===== src/rtl/core/fes_pkg.sv =====
package fes_pkg;

  localparam int unsigned TICK_W = 16;
  localparam int unsigned ACC_W  = 17;
  localparam int unsigned OPA_W  = 8;
  localparam int unsigned PH_W   = 2;
  localparam int unsigned DIVD_W = TICK_W + OPA_W;

  localparam logic [PH_W-1:0] PH_FADE_IN  = 2'd0;
  localparam logic [PH_W-1:0] PH_HOLD     = 2'd1;
  localparam logic [PH_W-1:0] PH_FADE_OUT = 2'd2;
  localparam logic [PH_W-1:0] PH_DONE     = 2'd3;

  localparam logic [1:0] REG_FADE_IN  = 2'd0;
  localparam logic [1:0] REG_HOLD     = 2'd1;
  localparam logic [1:0] REG_FADE_OUT = 2'd2;
  localparam logic [1:0] REG_LOOP     = 2'd3;

  localparam logic KIND_START   = 1'b0;
  localparam logic KIND_ADVANCE = 1'b1;

  typedef struct packed {
    logic              start;
    logic [DIVD_W-1:0] dividend;
    logic [TICK_W-1:0] divisor;
  } fes_div_req_t;

endpackage


===== src/rtl/core/fes_div.sv =====
// Restoring divider, one quotient bit per cycle. The caller guarantees
// dividend < divisor * 2**OPA_W, so the quotient fits in OPA_W bits.
module fes_div
  import fes_pkg::*;
(
  input  logic               clk,
  input  logic               rst_n,
  input  fes_div_req_t       req,
  output logic               done,
  output logic [OPA_W-1:0]   quotient
);

  localparam int unsigned CNT_W = $clog2(OPA_W);

  logic [TICK_W-1:0] rem_r, rem_nxt;
  logic [OPA_W-1:0]  sh_r, sh_nxt;
  logic [TICK_W-1:0] dvs_r;
  logic [CNT_W-1:0]  cnt_r, cnt_nxt;
  logic              run_r, run_nxt;
  logic              done_r, done_nxt;
  logic [TICK_W:0]   trial;
  logic [TICK_W:0]   diff;
  logic              ge;

  always_comb begin
    trial = {rem_r, sh_r[OPA_W-1]};
    diff  = trial - {1'b0, dvs_r};
    ge    = (trial >= {1'b0, dvs_r});
    rem_nxt  = rem_r;
    sh_nxt   = sh_r;
    cnt_nxt  = cnt_r;
    run_nxt  = run_r;
    done_nxt = 1'b0;
    if (req.start) begin
      rem_nxt = req.dividend[DIVD_W-1:OPA_W];
      sh_nxt  = req.dividend[OPA_W-1:0];
      cnt_nxt = '0;
      run_nxt = 1'b1;
    end else if (run_r) begin
      rem_nxt = ge ? diff[TICK_W-1:0] : trial[TICK_W-1:0];
      sh_nxt  = {sh_r[OPA_W-2:0], ge};
      cnt_nxt = cnt_r + 1'b1;
      if (cnt_r == CNT_W'(OPA_W - 1)) begin
        run_nxt  = 1'b0;
        done_nxt = 1'b1;
      end
    end
  end

  always_ff @(posedge clk) begin
    if (!rst_n) begin
      run_r  <= 1'b0;
      done_r <= 1'b0;
      cnt_r  <= '0;
    end else begin
      run_r  <= run_nxt;
      done_r <= done_nxt;
      cnt_r  <= cnt_nxt;
    end
    rem_r <= rem_nxt;
    sh_r  <= sh_nxt;
    if (req.start) begin
      dvs_r <= req.divisor;
    end
  end

  assign done     = done_r;
  assign quotient = sh_r;

endmodule


===== src/rtl/core/fade_envelope_sequencer.sv =====
// Channel | Dir | Handshake            | Payload
// in_     | in  | in_tvalid/in_tready  | tdata: elapsed[15:0]; tuser: kind
// out_    | out | out_tvalid/out_tready| tdata: opacity[7:0], phase[9:8]; tlast: finished
// cfg_    | in  | cfg_wr_en            | cfg_addr (register index), cfg_wdata[15:0]
//
// One request at a time. Start requests, phase ends and the hold phase go from accept
// through the emit state to the output register; a ramp step first goes through the
// divider's load, the bit-serial divider and its write-back, then the emit state.
// Reset is synchronous (rst_n low): hold phase, opacity 255, registers 0.
// A new request is accepted while the previous result still waits on out_.
module fade_envelope_sequencer
  import fes_pkg::*;
(
  input  logic                clk,
  input  logic                rst_n,
  input  logic                in_tvalid,
  output logic                in_tready,
  input  logic [TICK_W-1:0]   in_tdata,   // [15:0] elapsed
  input  logic                in_tuser,   // [0] kind
  output logic                out_tvalid,
  input  logic                out_tready,
  output logic [15:0]         out_tdata,  // [7:0] opacity, [9:8] phase, rest zero
  output logic                out_tlast,  // finished
  input  logic                cfg_wr_en,
  input  logic [1:0]          cfg_addr,
  input  logic [TICK_W-1:0]   cfg_wdata
);

  typedef enum logic [1:0] {S_IDLE, S_DIV_GO, S_DIV_WAIT, S_EMIT} state_t;

  state_t             state_r, state_nxt;
  logic [TICK_W-1:0]  fin_r, hold_r, fout_r;
  logic               loop_r;
  logic [PH_W-1:0]    phase_r, phase_nxt;
  logic [ACC_W-1:0]   elapsed_r, elapsed_nxt;
  logic [OPA_W-1:0]   opa_r, opa_nxt;
  logic               fin_flag_r, fin_flag_nxt;
  logic               out_valid_r, out_valid_nxt;
  logic [OPA_W-1:0]   out_opa_r, out_opa_nxt;
  logic [PH_W-1:0]    out_ph_r, out_ph_nxt;
  logic               out_last_r, out_last_nxt;

  logic               in_acc;
  logic [ACC_W:0]     acc_sum;
  logic [ACC_W-1:0]   acc_sat;
  logic [TICK_W-1:0]  acc16;
  fes_div_req_t       div_req;
  logic               div_done;
  logic [OPA_W-1:0]   div_q;

  assign in_tready = (state_r == S_IDLE);
  assign in_acc    = in_tvalid && in_tready;
  assign acc_sum   = {1'b0, elapsed_r} + {2'b0, in_tdata};
  assign acc_sat   = acc_sum[ACC_W] ? {ACC_W{1'b1}} : acc_sum[ACC_W-1:0];
  assign acc16     = elapsed_r[TICK_W-1:0];

  // elapsed * 255 = (elapsed << 8) - elapsed; elapsed < len here
  always_comb begin
    div_req.start    = (state_r == S_DIV_GO);
    div_req.dividend = {acc16, {OPA_W{1'b0}}} - {{OPA_W{1'b0}}, acc16};
    div_req.divisor  = (phase_r == PH_FADE_IN) ? fin_r : fout_r;
  end

  fes_div u_div (
    .clk      (clk),
    .rst_n    (rst_n),
    .req      (div_req),
    .done     (div_done),
    .quotient (div_q)
  );

  always_comb begin
    state_nxt     = state_r;
    phase_nxt     = phase_r;
    elapsed_nxt   = elapsed_r;
    opa_nxt       = opa_r;
    fin_flag_nxt  = fin_flag_r;
    out_valid_nxt = out_valid_r && !out_tready;
    out_opa_nxt   = out_opa_r;
    out_ph_nxt    = out_ph_r;
    out_last_nxt  = out_last_r;
    unique case (state_r)
      S_IDLE: begin
        if (in_acc) begin
          state_nxt    = S_EMIT;
          fin_flag_nxt = 1'b0;
          if (in_tuser == KIND_START) begin
            elapsed_nxt = '0;
            if (fin_r != '0) begin
              phase_nxt = PH_FADE_IN;
              opa_nxt   = '0;
            end else if (fout_r != '0) begin
              phase_nxt = PH_FADE_OUT;
              opa_nxt   = '1;
            end else begin
              phase_nxt = PH_HOLD;
            end
          end else begin
            unique case (phase_r)
              PH_FADE_IN: begin
                elapsed_nxt = acc_sat;
                if (acc_sat >= {1'b0, fin_r}) begin
                  phase_nxt   = PH_HOLD;
                  opa_nxt     = '1;
                  elapsed_nxt = '0;
                end else begin
                  state_nxt = S_DIV_GO;
                end
              end
              PH_FADE_OUT: begin
                elapsed_nxt = acc_sat;
                if (acc_sat >= {1'b0, fout_r}) begin
                  opa_nxt = '0;
                  if (loop_r) begin
                    elapsed_nxt = '0;
                    if (fin_r != '0) begin
                      phase_nxt = PH_FADE_IN;
                    end else begin
                      phase_nxt = PH_HOLD;
                      opa_nxt   = '1;
                    end
                  end else begin
                    phase_nxt    = PH_DONE;
                    fin_flag_nxt = 1'b1;
                  end
                end else begin
                  state_nxt = S_DIV_GO;
                end
              end
              PH_HOLD: begin
                if (hold_r != '0) begin
                  elapsed_nxt = acc_sat;
                  if (acc_sat >= {1'b0, hold_r}) begin
                    if (fout_r != '0) begin
                      phase_nxt   = PH_FADE_OUT;
                      elapsed_nxt = '0;
                    end else if (loop_r) begin
                      elapsed_nxt = '0;
                      if (fin_r != '0) begin
                        phase_nxt = PH_FADE_IN;
                        opa_nxt   = '0;
                      end
                    end else begin
                      phase_nxt    = PH_DONE;
                      fin_flag_nxt = 1'b1;
                    end
                  end
                end
              end
              default: ;  // finished: advance changes nothing but clearing the finished flag
            endcase
          end
        end
      end
      S_DIV_GO: begin
        state_nxt = S_DIV_WAIT;
      end
      S_DIV_WAIT: begin
        if (div_done) begin
          opa_nxt   = (phase_r == PH_FADE_IN) ? div_q : ~div_q;
          state_nxt = S_EMIT;
        end
      end
      S_EMIT: begin
        if (!out_valid_r || out_tready) begin
          out_valid_nxt = 1'b1;
          out_opa_nxt   = opa_r;
          out_ph_nxt    = phase_r;
          out_last_nxt  = fin_flag_r;
          state_nxt     = S_IDLE;
        end
      end
      default: state_nxt = S_IDLE;
    endcase
  end

  always_ff @(posedge clk) begin
    if (!rst_n) begin
      state_r     <= S_IDLE;
      phase_r     <= PH_HOLD;
      elapsed_r   <= '0;
      opa_r       <= '1;
      fin_flag_r  <= 1'b0;
      out_valid_r <= 1'b0;
      fin_r       <= '0;
      hold_r      <= '0;
      fout_r      <= '0;
      loop_r      <= 1'b0;
    end else begin
      state_r     <= state_nxt;
      phase_r     <= phase_nxt;
      elapsed_r   <= elapsed_nxt;
      opa_r       <= opa_nxt;
      fin_flag_r  <= fin_flag_nxt;
      out_valid_r <= out_valid_nxt;
      if (cfg_wr_en) begin
        unique case (cfg_addr)
          REG_FADE_IN:  fin_r  <= cfg_wdata;
          REG_HOLD:     hold_r <= cfg_wdata;
          REG_FADE_OUT: fout_r <= cfg_wdata;
          REG_LOOP:     loop_r <= cfg_wdata[0];
          default: ;
        endcase
      end
    end
    out_opa_r  <= out_opa_nxt;
    out_ph_r   <= out_ph_nxt;
    out_last_r <= out_last_nxt;
  end

  assign out_tvalid = out_valid_r;
  assign out_tdata  = {6'b0, out_ph_r, out_opa_r};
  assign out_tlast  = out_last_r;

  a_fin_phase: assert property (@(posedge clk) disable iff (!rst_n)
    out_valid_r && out_last_r |-> out_ph_r == PH_DONE)
    else $error("finished flag without finished phase");

  a_div_state: assert property (@(posedge clk) disable iff (!rst_n)
    div_done |-> state_r == S_DIV_WAIT)
    else $error("divider result outside wait state");

  a_div_phase: assert property (@(posedge clk) disable iff (!rst_n)
    state_r == S_DIV_GO |-> (phase_r == PH_FADE_IN || phase_r == PH_FADE_OUT))
    else $error("ramp division outside a fade phase");

  a_load_src: assert property (@(posedge clk) disable iff (!rst_n)
    !out_valid_r ##1 out_valid_r |-> $past(state_r == S_EMIT))
    else $error("result loaded outside emit state");

endmodule

===== config.mk =====
export PLATFORM = sky130hd
export DESIGN_NAME = fade_envelope_sequencer
export DESIGN_NICKNAME = d
export VERILOG_FILES = /design/src/rtl/core/fes_pkg.sv /design/src/rtl/core/fes_div.sv /design/src/rtl/core/fade_envelope_sequencer.sv
export SDC_FILE = /design/constraint.sdc
export NUM_CORES = 1
export LEC_CHECK = 0
export BUFFER_PORTS_ARGS = -buffer_cell sky130_fd_sc_hd__buf_4
export CAP_MARGIN = 20
export CORE_MARGIN = 1.5
export CORE_UTILIZATION = 45
export CTS_BUF_LIST = sky130_fd_sc_hd__clkbuf_2
export DETAILED_ROUTE_END_ITERATION = 10
export REMOVE_ABC_BUFFERS = 1
export SETUP_SLACK_MARGIN = 0.4
export SYNTH_ARGS = -nofsm -noshare
export SYNTH_HDL_FRONTEND = slang
export SYNTH_HIERARCHICAL = 1
export SYNTH_SLANG_ARGS = --single-unit

===== constraint.sdc =====
create_clock -name clk -period 7.3 [get_ports clk]
set_input_delay 1.46 -clock clk [delete_from_list [all_inputs] [get_ports clk]]
set_output_delay 1.46 -clock clk [all_outputs]
set_load 0.01 [all_outputs]

### Word-level counts from Yosys, hierarchy flattened

Cells that the tools add are included.

| storage, ports and cells | value |
|---|---|
| output and inout port bits | 19 |
| flip-flop bits (word level) | 136 |
| bits of input ports | 40 |
| logic and storage cells | 148 |

| operators by class | value |
|---|---|
| eq/ne operators | 27 |
| $lt $le $gt $ge | 4 |
| muxes and demuxes | 66 |
| reductions and logical operators | 25 |
| bitwise operators | 3 |
| $add $sub $neg | 4 |

Operators by type and width:

| operator | count |
|---|---|
| two-way mux 17 bit | 8 |
| two-way mux 8 bit | 17 |
| greater-or-equal comparator 17 x 16 -> 1 bit | 4 |
| two-way mux 16 bit | 4 |
| case mux 17 bit (3 select lines) | 1 |
| nonzero test 16 bit | 3 |
| two-way mux 2 bit | 17 |
| inequality test 4 bit, second input constant | 6 |
| case mux 8 bit (3 select lines) | 1 |
| subtractor 24 x 16 -> 24 bit | 1 |
| adder 17 x 16 -> 18 bit | 1 |
| case mux 8 bit (2 select lines) | 1 |
| subtractor 16 bit | 1 |
| two-way mux 1 bit | 13 |
| inequality test 3 bit, second input constant | 4 |
| AND reduction 12 bit | 1 |
| AND reduction 2 bit | 6 |
| == test 2 bit, second input constant | 5 |
| inequality test 4 x 1 -> 1 bit, second input constant | 2 |
| NOT 8 bit | 1 |
| case mux 2 bit (4 select lines) | 1 |
| AND reduction 8 bit | 1 |
| inequality test 7 bit, second input constant | 1 |
| == test 2 x 1 -> 1 bit, second input constant | 3 |
| other kinds (19) | 26 |

### Depth between registers and ports, before layout

| depth | value |
|---|---|
| depth after elaboration | 10 |
| mapped depth | 20 |
| mapped depth without buffers | 18 |

### Hierarchy

The synthesis kept the hierarchy.

By module, submodules not included:

| module | sequential area each (sq um) | cells an instance | area each (sq um) | instances |
|---|---|---|---|---|
| fade_envelope_sequencer | 1,931.9 | 833 | 6,555.0 | 1 |
| fes_div | 1,301.2 | 274 | 2,929.1 | 1 |

### Least setup slack after synthesis

OpenSTA, ideal clock, no wires.

| timing | value |
|---|---|
| path type | input to register |
| start | input in_tdata[0] |
| end | register opa_r[0] |
| stages | 18 |
| slack | 1,830 ps |
| data required time | 7,150 ps |
| buffers on the path | 1 |
| data arrival time | 5,320 ps |
| setup time | 150 ps |
| cells stage by stage | ha_1 -> fa_1 -> a21o_2 -> a2111o_1 -> o22ai_2 -> o21ai_0 -> xnor2_1 -> nand2_1 -> ha_1 -> nand3_1 -> nor4_1 -> o41ai_1 -> and3_1 -> a22o_1 -> o2111ai_1 -> and2_1 -> clkbuf_1 -> a32oi_1 |

| on the way | value |
|---|---|
| cells in the longest elaborated chain, start to end | 5 |
| elaborated cells between the ends (all ways) | 10 |
| those cells by class | 1 x add/sub; 3 x order compare; 4 x eq/ne; 1 x mux; 1 x reduce/logical |

Ends and longest elaborated chain:

| what | line | RTL |
|---|---|---|
| start: declaration | fade_envelope_sequencer.sv:18 | `input logic [TICK_W-1:0] in_tdata,` |
| adder 17 x 16 -> 18 bit * | fade_envelope_sequencer.sv:53 | `assign acc_sum = {1'b0, elapsed_r} + {2'b0, in_tdata};` |
| two-way mux 17 bit * | fade_envelope_sequencer.sv:54 | `assign acc_sat = acc_sum[ACC_W] ? {ACC_W{1'b1}} : acc_sum[ACC_W-1:0];` |
| greater-or-equal comparator 17 x 16 -> 1 bit (on tied branches) | fade_envelope_sequencer.sv:133, fade_envelope_sequencer.sv:102, fade_envelope_sequencer.sv:112 |  |
| inequality test 7 bit (no line) / inequality test 4 bit (equally long branches) | - |  |
| AND reduction 12 bit (no line) * | - |  |
| end signal: assignment | fade_envelope_sequencer.sv:193 | `opa_r <= opa_nxt;` |
| end: declaration | fade_envelope_sequencer.sv:36 | `logic [OPA_W-1:0] opa_r, opa_nxt;` |

Mark *: on every way between the ends. The rest lies on a longest branch, timed or not.
A chain may end at the register's enable or synchronous reset.

### Worst setup path in the final report

| timing | value |
|---|---|
| start | input in_tdata[2] |
| end | register elapsed_r[2] |

| on the way | value |
|---|---|
| cells in the longest elaborated chain, start to end | 8 |
| elaborated cells between the ends (all ways) | 13 |
| those cells by class | 1 x add/sub; 3 x order compare; 9 x mux |

Ends and longest elaborated chain:

| what | line | RTL |
|---|---|---|
| adder 17 x 16 -> 18 bit * | fade_envelope_sequencer.sv:53 |  |
| two-way mux 17 bit * | fade_envelope_sequencer.sv:54 |  |
| branches (longest 4 deep; another with greater-or-equal comparator 17 x 16 -> 1 bit) | - |  |
| case mux 17 bit (3 select lines) * | fade_envelope_sequencer.sv:99 | `unique case (phase_r)` |
| two-way mux 17 bit * | fade_envelope_sequencer.sv:87 | `if (in_tuser == KIND_START) begin` |
| end signal: assignment | fade_envelope_sequencer.sv:192 | `elapsed_r <= elapsed_nxt;` |
| end: declaration | fade_envelope_sequencer.sv:35 | `logic [ACC_W-1:0] elapsed_r, elapsed_nxt;` |

Every way passes the cells marked *. The select of a mux whose other input is x is not followed.

==> impl_metrics.csv <==
group,metric,value,unit
floorplanning,core,20430,sq um
sta,skew,51.31,ps
drt,num_vias,8030,
worst_setup_path,critical-path-max-stage-delay,780,ps
logic_synthesis,synth_xor_area_share,4.802,%
sta,fin_ws,1483,ps
sta,worst_pin_slew,932.1,ps
layout,multi_input_area,5655,sq um
power_and_ir_drop,p_per_area,384.5,nW/um^2
floorplanning,die_w,148.2,um
clock_tree,clkSlewWorstSetupHoldPaths,220,ps
logic_synthesis,synth_area_per_cell,8.567,sq um
clock_tree,cts_htree_levels,4,
worst_setup_path,criticalPathCategory,"input port to register",
sta,rsz0062_at_grt,"false",
logic_synthesis,synthCells,1107,
clock_tree,hold_buffers,0,
place,portBuffers,52,
power_and_ir_drop,vdd_drop_max,0.1369,mV
status,outcome,"finished clean",
worst_setup_path,timing.rr.end,"elapsed_r[2]",
logic_synthesis,syn_area,9484,sq um
sta,finalSetupTns,0,ps
logic_synthesis,synth.area.mux_share,1.596,%
logic_synthesis,async_flop_share,0,%
logic_synthesis,synth-seq-cells,136,
drt,viasPerCell,5.643,
logic_synthesis,synth_top_family_by_area,"compound AO/OA/AOI/OAI gates",
logic_synthesis,ys_types,94,
logic_synthesis,synth_ff_type,"dfxtp_1",
layout,final-seq-area,3233,sq um
place,place.detailed.hpwl,19890,um
worst_setup_path,cp.arrival,6450,ps
drt,ant_nets,0,
worst_setup_path,worstSetupStartpointType,"input port",
layout,area_growth,8.707,%
worst_setup_path,worstRegToRegCells,17,
worst_setup_path,r2r_slack,1800,ps
hold_path,worstHoldPathType,"register to register",
clock_tree,numCtsBuffers,17,
logic_synthesis,yosys.area_share.simple,17.77,%
layout,fillers,2044,
clock_tree,post_cts_buffers,0,
sta,layout_min_cycle_time,5817,ps
clock_tree,clockBufferDepth,2,
sta,hold_violations,0,
worst_setup_path,crit_end,"elapsed_r[2]",
floorplanning,die_y,148.2,um
power_and_ir_drop,p_leak,4.112,nW
layout,drive_gt1_share,12.08,%
worst_setup_path,crit_chain,"buf_4 -> ha_1 -> o21ai_1 -> o21bai_2 -> a21oi_4 -> o31ai_2 -> or2b_1 -> a21o_1 -> o21ai_0 -> ha_1 -> a21oi_1 -> a21boi_0 -> o41ai_1 -> and3_1 -> a22o_1 -> a31oi_2 -> nor4_4 -> a22o_2",
layout,final_cells,1423,
clock_tree,cts_tree,"built",
drt,wl_per_cell,18.12,um
job,cap_viol_max_count,0,
worst_setup_path,cp-startpoint,"in_tdata[2]",
floorplanning,dieArea,21960,sq um
global_routing,grt_pass1_wl,41500,um
logic_synthesis,synth_edf_count,51,
layout,fin_area,10310,sq um
floorplanning,rows,52,
drt,wl,25790,um
place,placed_area,10020,sq um
sta,fmax,171.9,MHz
drt,drc_errors,0,
place,dp.cells,1388,
layout,final_nets,1278,
global_routing,antenna_found_initial,2,
drt,initialDrtViolationCount,589,
global_routing,grt_overflow_total,0,
worst_setup_path,crit_path_frequent_cell,"ha_1",
global_routing,grt.total_usage,24.24,%
clock_tree,post_cts_resized,0,
floorplanning,initial_core_util,46.42,%
clock_tree,clock-sinks,136,
sta,slew_violations,0,
global_routing,grt_max_degree,55,
clock_tree,root_buffer,"clkbuf_2",
global_routing,grt_pass1_vias,7830,
worst_setup_path,critPathSlowestCell,"nor4_4",
place,place_congestion,0.8727,
floorplanning,pin_count,59,
worst_setup_path,worst_ep_required_time,7940,ps
place,pre_cts_ws,778.7,ps
layout,final_util,50.47,%
clock_tree,insertion_delay,710,ps
logic_synthesis,yosysSeqAreaShare,34.09,%
sta,setup_viol,0,
worst_setup_path,reg2reg_from,"elapsed_r[2]",
drt,first_pass_iters,6,
logic_synthesis,synth-adder-area-share,13.35,%
sta,min_period_over_period,79.69,%
logic_synthesis,ys.warnings.count,6,
logic_synthesis,synth_compound_area_share,21.85,%
worst_setup_path,end_kind,"register",
sta,max_slew_margin,37.86,%
worst_setup_path,worstPathMaxFanout,16,
[through the flow]
stage | power [mW] | hold WS, ps
final | 3.964 | 460.7
after CTS | 3.958 | 461.6
after floorplan | 2.864 | 407.9
after detailed placement | 3.422 | 414.3
after global placement | 3.410 | 413.9
after global routing | 4.277 | 475.0
[metal layers]
layer | part of all wire, % | vias to the layer above | wire length (um) | GRT usage, %
li1 | - | 4036 | - | -
met1 | 47 | 3753 | 12180 | 33.38
met2 | 45 | 202 | 11710 | 38.39
met3 | 4.4 | 39 | 1139 | 3.957
met4 | 2.9 | 0 | 752 | 8.861
met5 | 0 | - | 0 | 0
[flip-flops by register name, summed over array words and instances (netlist names), 2 cells and up]
signal and cells:
fin_r 16, u_div/cnt_r 3, out_ph_r 2, state_r 2
fout_r 16, hold_r 16, u_div/quotient 8, opa_r 8
phase_r 2, u_div/rem_r 16, u_div/dvs_r 16, elapsed_r 17
out_opa_r 8
[critical path: cells and delay by family]
family,cells,cell delay [ps]
compound gates,12,2810
fa+ha+maj,2,700
buf+inv,1,120
simple gates,3,1350
[synthesized netlist by cell type (all sizes together) (12+ instances only)]
| library cell | instances | area share, % |
|---|---|---|
| nand4 | 16 | 1.1 |
| a21oi | 97 | 5.3 |
| a21o | 19 | 1.6 |
| a22o | 17 | 1.6 |
| edfxtp | 51 | 16 |
| inv | 99 | 3.9 |
| xor2 | 13 | 1.2 |
| nor3 | 18 | 1.1 |
| nor4 | 16 | 1.2 |
| nand3 | 24 | 1.3 |
| a31oi | 19 | 1.5 |
| nor2 | 42 | 1.7 |
| dfxtp | 85 | 18 |
| nand2 | 188 | 7.5 |
| and3 | 12 | 0.80 |
| o21ai | 49 | 2.7 |
| ha | 98 | 13 |
| clkbuf | 33 | 1.3 |
| xnor2 | 39 | 3.6 |
| buf | 17 | 1.3 |
[final cells by class]
cell class / instances / area share, %
repair buffers: 57 / 4.150
clock buffers: 21 / 1.019
diodes: 2 / 0.04854
flip-flops and latches: 136 / 31.36
well taps: 270 / 3.277
multi-input cells: 827 / 54.85
clock inverters: 11 / 1.687
inverters: 99 / 3.604
[how the worst min path moves through the flow]
| stage | startpoint | end | slack [ps] | cells after the start |
|---|---|---|---|---|
| global route | opa_r[3] | out_opa_r[3] | 480 | 0 |
| finish | opa_r[3] | out_opa_r[3] | 460 | 0 |
| CTS | opa_r[4] | opa_r[4] | 460 | 2 |
| detailed placement | fin_flag_r | out_tlast | 410 | 0 |
| floorplan | fin_flag_r | out_tlast | 410 | 0 |
| global placement | opa_r[6] | out_opa_r[6] | 410 | 0 |
[placed cells by master (no fill, tap or decap), drive strengths merged, types with 5 or more instances in the layout]
| cell | instances |
|---|---|
| inv | 101 |
| o2111ai | 5 |
| a22o | 17 |
| a31oi | 19 |
| o21a | 5 |
| clkbuf | 21 |
| nand4 | 16 |
| o221ai | 5 |
| nor2b | 6 |
| and3 | 12 |
| nand2b | 9 |
| edfxtp | 51 |
| o311ai | 5 |
| a32oi | 9 |
| ha | 98 |
| o21ai | 49 |
| conb | 6 |
| xor2 | 13 |
| clkinv | 5 |
| nand3 | 24 |
| nor2 | 42 |
| nand2 | 188 |
| dfxtp | 85 |
| mux2i | 5 |
| a21o | 19 |
| nor3 | 18 |
| xnor2 | 39 |
| o211ai | 8 |
| o21bai | 6 |
| a21oi | 97 |
| a211oi | 10 |
| buf | 57 |
| mux2 | 9 |
| and2 | 11 |
| nor4 | 16 |
[kinds of logic after synthesis]
group	Yosys count
other	1
buffers and inverters	149
muxes	14
adders and majority gates	100
xor gates and xnor gates	52
and+or+nand+nor	359
DFF	136
AOI/OAI and AO/OA	296
[report_power, final]
part / total, mW / leakage [nW] / internal (mW) / switching [mW]
Combinational: 2.27 / 2.77 / 0.924 / 1.34
Clock: 0.531 / 0.173 / 0.234 / 0.297
Sequential: 1.17 / 1.17 / 1.05 / 0.117
Total: 3.96 / 4.11 / 2.21 / 1.76
No activity file was read; power rests on OpenSTA's default activity.
